**src/hdl/fccc_pkg.sv**
```systemverilog
// ----------------------------------------------------------------------------
// fccc_pkg
// Shared types and constants of the facelet color calibrate/classify block.
// ----------------------------------------------------------------------------
package fccc_pkg;

	localparam int NUM_FACES_DEF         = 6;
	localparam int FACELETS_PER_FACE_DEF = 8;
	localparam int NUM_COLORS_DEF        = 6;
	localparam int FRACTION_BITS_DEF     = 4;

	localparam int          MASK_BITS    = 6;
	localparam logic [7:0]  MARGIN_RESET = 8'd25;

	localparam logic CMD_CALIBRATE = 1'b0;
	localparam logic CMD_CLASSIFY  = 1'b1;

	// controller to datapath
	typedef struct packed {
		logic wipe;      // clear one table entry after reset
		logic load;      // capture input item
		logic rd;        // issue memory read for current color
		logic wr;        // write calibrated entry
		logic acc;       // accumulate distance for current color
		logic root_go;   // start root
		logic clr_min;   // clear min tracker
		logic build;     // build mask from distances
	} fccc_cmd_t;

	// datapath to controller
	typedef struct packed {
		logic wipe_last;
		logic root_done;
		logic loc_ok;
		logic col_ok;
		logic is_classify;
	} fccc_sts_t;

endpackage

```
**src/hdl/fccc_ctrl.sv**
```systemverilog
// ----------------------------------------------------------------------------
// fccc_ctrl
// Sequencer: calibrate read-modify-write, classify per-color distance loop.
// ----------------------------------------------------------------------------
module fccc_ctrl #(
	parameter int NUM_COLORS = fccc_pkg::NUM_COLORS_DEF,
	localparam int CIW = $clog2(NUM_COLORS)
) (
	input  logic                 clk,
	input  logic                 arst_n,
	input  logic                 in_valid,
	output logic                 in_ready,
	output logic                 out_valid,
	input  logic                 out_ready,
	output fccc_pkg::fccc_cmd_t  cmd,
	output logic [CIW-1:0]       col_idx,
	input  fccc_pkg::fccc_sts_t  sts
);
	localparam logic [3:0] ST_IDLE  = 4'd0;
	localparam logic [3:0] ST_DEC   = 4'd1;
	localparam logic [3:0] ST_RMW   = 4'd2;
	localparam logic [3:0] ST_READ  = 4'd3;
	localparam logic [3:0] ST_ACC   = 4'd4;
	localparam logic [3:0] ST_ROOT  = 4'd5;
	localparam logic [3:0] ST_BUILD = 4'd6;
	localparam logic [3:0] ST_WR    = 4'd7;
	localparam logic [3:0] ST_WIPE  = 4'd8;

	logic [3:0]     state_q;
	logic [CIW-1:0] col_q;
	logic           out_valid_q;
	logic           root_wait_q;
	logic           out_free;

	assign out_free  = !out_valid_q || out_ready;
	assign in_ready  = (state_q == ST_IDLE);
	assign out_valid = out_valid_q;
	assign col_idx   = col_q;

	always_comb begin
		cmd         = '0;
		cmd.wipe    = (state_q == ST_WIPE);
		cmd.load    = in_valid && in_ready;
		cmd.rd      = (state_q == ST_READ);
		cmd.wr      = (state_q == ST_WR);
		cmd.acc     = (state_q == ST_ACC);
		cmd.root_go = (state_q == ST_ROOT) && !root_wait_q;
		cmd.clr_min = (state_q == ST_DEC);
		cmd.build   = (state_q == ST_BUILD) && out_free;
	end

	always_ff @(posedge clk or negedge arst_n) begin
		if (!arst_n) begin
			state_q     <= ST_WIPE;
			col_q       <= '0;
			out_valid_q <= 1'b0;
			root_wait_q <= 1'b0;
		end else begin
			if (out_valid_q && out_ready)
				out_valid_q <= 1'b0;
			unique case (state_q)
				ST_WIPE: begin
					if (sts.wipe_last)
						state_q <= ST_IDLE;
				end
				ST_IDLE: begin
					if (in_valid && in_ready)
						state_q <= ST_DEC;
				end
				ST_DEC: begin
					col_q <= '0;
					if (!sts.is_classify)
						state_q <= (sts.loc_ok && sts.col_ok) ? ST_RMW : ST_IDLE;
					else
						state_q <= sts.loc_ok ? ST_READ : ST_BUILD;
				end
				ST_RMW:  state_q <= ST_WR;
				ST_WR:   state_q <= ST_IDLE;
				ST_READ: state_q <= ST_ACC;
				ST_ACC:  state_q <= ST_ROOT;
				ST_ROOT: begin
					root_wait_q <= 1'b1;
					if (sts.root_done) begin
						root_wait_q <= 1'b0;
						if (32'(col_q) == NUM_COLORS - 1) begin
							state_q <= ST_BUILD;
						end else begin
							col_q   <= col_q + 1'b1;
							state_q <= ST_READ;
						end
					end
				end
				ST_BUILD: begin
					if (out_free) begin
						out_valid_q <= 1'b1;
						state_q     <= ST_IDLE;
					end
				end
				default: state_q <= ST_IDLE;
			endcase
		end
	end
endmodule

```
**config.mk**
```make
export PLATFORM = sky130hd
export DESIGN_NAME = fccc_ctrl
export DESIGN_NICKNAME = d
export VERILOG_FILES = /design/src/hdl/fccc_pkg.sv /design/src/hdl/fccc_ctrl.sv
export SDC_FILE = /design/constraint.sdc
export NUM_CORES = 1
export LEC_CHECK = 0
export ABC_CLOCK_PERIOD_IN_PS = 1700
export BUFFER_PORTS_ARGS = -buffer_cell sky130_fd_sc_hd__buf_2
export CAP_MARGIN = 10
export CORE_MARGIN = 10
export CORE_UTILIZATION = 48
export CTS_CLUSTER_SIZE = 20
export DETAILED_ROUTE_END_ITERATION = 16
export GPL_ROUTABILITY_DRIVEN = 0
export PLACE_DENSITY = 0.8
export SLEW_MARGIN = 20
export SYNTH_ARGS = -nofsm -noshare
export SYNTH_HDL_FRONTEND = slang
export SYNTH_SLANG_ARGS = --single-unit
```
**constraint.sdc**
```tcl
create_clock -name clk -period 1.7 [get_ports clk]
set_input_delay 0.34 -clock clk [delete_from_list [all_inputs] [get_ports clk]]
set_output_delay 0.34 -clock clk [all_outputs]
set_load 0.005 [all_outputs]
```
==> run_results.csv <==
group,metric,value,unit
placement,dp_hpwl,1.33,mm
min_path,hold_start,"sts[4]",
synth,yosysSeqAreaShare,34.2,%
finish,antennaDiodeCount,0,
worst_setup_path,setup.worst_path.end_class,"primary output",
clock_network,clk_latency,280,ps
worst_setup_path,rr_startpoint,"state_q[2]",
die,die_h,57.2,um
route,met2_wirelength,1.13,mm
power,vdd_drop_max,902,uV
global_route,antenna_found_initial,0,
route,maxUsedRoutingLayer,"met4",
synth,asyncSetResetFlopFracSynth,100,%
finish,fill_cell_count,97,
finish,final_net_count,120,
worst_setup_path,worstSetupPathType,"flip-flop to primary output",
route,vias_per_cell,5.47,
worst_setup_path,r2r_slack,90,ps
worst_setup_path,r2r-end,"col_idx[1]",
clock_network,clock-root-buffer,"sky130_fd_sc_hd__clkbuf_4",
die,num_io_pins,22,
timing,worst-slew-pin-transition,316,ps
finish,drive_above_1_share,56.5,%
route,dr_total_vias,673,
worst_setup_path,critical_path.max_fanout,4,
min_path,whs_endpoint,"state_q[3]",
route,remaining_drc_errors,0,
die,die_width,57.2,um
timing,finalWorstSetupSlack,-52.9,ps
synth,synthCells,66,
synth,synthDominantCellAreaShare,30.2,%
route,detailroute.wirelength.met3,115,um
global_route,first_global_vias,663,
synth,synth_edf_count,0,
timing,timing.hold.ws,168,ps
global_route,grt.overflow.total,0,
timing,timing.final.max_slew_violations,0,
synth,synth_seq_cells,9,
synth,synth_area_per_cell,10.0,um^2
die,design.core.area,1300,um^2
route,drt_iter0_markers,20,
die,initial_core_utilization,51.0,%
worst_setup_path,worstSetupStartpointType,"flip-flop",
finish,layout-area-overhead-vs-synth,49.1,%
worst_setup_path,worstPathRequired,1360,ps
worst_setup_path,r2r.worst_path.cells,7,
flow_run,cap_violations,0,
timing,slew_headroom,78.8,%
synth,synth_cell_types,36,
timing,finalCriticalPeriod,1750,ps
global_route,grt_pass1_wl,3.00,mm
synth,synth_commonest_cells,"8 x sky130_fd_sc_hd__dfrtp_1, 6 x sky130_fd_sc_hd__nand2_1, 4 x sky130_fd_sc_hd__nor2_1, 4 x sky130_fd_sc_hd__nor2b_1, 3 x sky130_fd_sc_hd__o22ai_1",
synth,most_repeated_cell_in_the_gate_level_netlist_after_synthesis,"sky130_fd_sc_hd__dfrtp_1",
synth,synth_top_flop_cell,"sky130_fd_sc_hd__dfrtp_1",
timing,max_freq,570,MHz
route,drt-wirelength-per-cell,18.0,um
route,detail_route.first_pass.iterations,4,
min_path,type_of_the_tightest_min_delay_check,"primary input to flip-flop",
synth,synth.area.top_cells,"sky130_fd_sc_hd__dfrtp_1 30%, sky130_fd_sc_hd__nand2b_4 4.2%, sky130_fd_sc_hd__dfstp_2 4.0%",
placement,port_buffers,21,
outcome,result_of_the_run,"finished with violations",
synth,yosysWarningCount,0,
clock_network,clock_tree.buffer_depth,2,
route,postRouteAntennaNets,0,
min_path,holdPathStages,2,
die,placement_rows,13,
synth,synth.net_count,77,
timing,post-route-period-util,103,%
timing,skew,6.02,ps
power,leakage,0.000496,uW
clock_network,tritoncts.num_buffers,3,
route,route.final.wire_length,2.21,mm
global_route,grt_use_total,11.3,%
clock_network,cts.sinks,9,
timing,grt_setup_unrepaired,"yes",
route,wirelength_met1,913,um
global_route,largest_net_degree_at_the_start_of_global_routing,13,
worst_setup_path,critical_path_data_arrival_time,1410,ps
synth,synth_largest_area_cell,"sky130_fd_sc_hd__dfrtp_1",
finish,final_core_util,76.0,%
timing,final_setup_fails,3,
power,power-per-cell-area,1620,nW/um^2
timing,finalHoldViolCount,0,
die,die_footprint,3270,um^2
synth,synthesis.area,663,um^2
clock_network,clk_transition_reported_paths,70,ps
outcome,failed_checks,"negative setup slack",
clock_network,cts_tree,"yes",
clock_network,cts.htree.levels,1,
[layout by cell type, fill, tap and decap left out, types with 2 or more instances in the layout]
cell type,Yosys,routed
sky130_fd_sc_hd__a21o_1,2,2
sky130_fd_sc_hd__nand2b_1,2,2
sky130_fd_sc_hd__dfrtp_2,0,2
sky130_fd_sc_hd__inv_1,2,2
sky130_fd_sc_hd__o22ai_1,3,3
sky130_fd_sc_hd__nor2_1,4,3
sky130_fd_sc_hd__a211oi_2,2,2
sky130_fd_sc_hd__buf_2,1,21
sky130_fd_sc_hd__nand3b_1,2,2
sky130_fd_sc_hd__ha_1,2,2
sky130_fd_sc_hd__buf_4,2,17
sky130_fd_sc_hd__nor2b_1,4,4
sky130_fd_sc_hd__nand2_1,6,6
sky130_fd_sc_hd__nor3_2,1,3
sky130_fd_sc_hd__dfrtp_1,8,6
sky130_fd_sc_hd__clkbuf_4,0,4
sky130_fd_sc_hd__nor4_4,1,2
sky130_fd_sc_hd__nand2b_4,2,2
sky130_fd_sc_hd__nand3_1,2,2
[cell families (layout without fill, tap and decap cells)]
logic type / Yosys count / after routing / synth area share [%]
adders and majority gates: 2 / 2 / 3.77
AOI/OAI and AO/OA: 13 / 13 / 15.3
and+or+nand+nor: 34 / 34 / 38.1
muxes: 1 / 1 / 1.51
xor gates and xnor gates: 1 / 1 / 1.32
buffers and inverters: 6 / 48 / 5.85
DFF: 9 / 9 / 34.2
[where the power goes]
part / internal (uW) / leakage (uW) / total, uW / switching [uW]
combinational: 578 / 0.000369 / 1070 / 488
clock: 91.1 / 0.0000150 / 180 / 88.7
sequential: 281 / 0.000112 / 355 / 74.2
[sequential cells by signal, indices dropped and copies added (netlist names)]
name	cells
col_idx	3
state_q	4
out_valid	1
root_wait_q	1
[stage by stage]
stage          setup slack (ps)  area, um^2  TNS [ps]  total power (uW)  cells
5_1_grt                    -126         988      -416              1700    123
4_1_cts                   -19.9         865     -31.4              1300    111
2_1_floorplan               187         663         0               866     66
6_report                  -52.9         988      -111              1600    123
3_5_place_dp                162         786         0              1080    102
3_3_place_gp                202         786         0              1050    102
[layer usage]
metal / GRT usage [%] / up-vias
li1: - / 322
met1: 11.8 / 320
met2: 20.3 / 24
met3: 2.88 / 7
met4: 6.04 / 0
met5: 0 / -
[area by class of cell]
type / instances / area (um^2) / area share, %
timing repair buffer: 42 / 282 / 28.5
tap: 15 / 18.8 / 1.90
inverter: 2 / 7.51 / 0.759
sequential: 9 / 229 / 23.2
clock buffer: 4 / 26.3 / 2.66
multi-input combinational: 51 / 425 / 43.0
[repair_timing]
item,in CTS,in global routing
pin swaps,1,4
endpoints found under the hold margin,8,0
resized for setup,4,6
hold buffers,1,0
setup endpoints to repair,7,8
buffers inserted,4,12
[how the worst max path moves through the flow]
stage                     startpoint      to  slack (ps)  cells past startpoint
after floorplan           state_q[1]  cmd[6]         190                      3
after global placement    state_q[0]  cmd[1]         200                      2
after detailed placement  state_q[0]  cmd[2]         160                      4
after CTS                 state_q[1]  cmd[6]         -20                      4
after global routing      state_q[0]  cmd[1]        -130                      4
final                     state_q[1]  cmd[6]         -50                      4
[critical path, stage by stage, from the launching register on]
cell and delay (ps):
sky130_fd_sc_hd__dfrtp_1 430, sky130_fd_sc_hd__buf_6 160, sky130_fd_sc_hd__nor4_4 240, sky130_fd_sc_hd__and2_1 180, sky130_fd_sc_hd__buf_2 120
(Power assumes the default switching activity.)
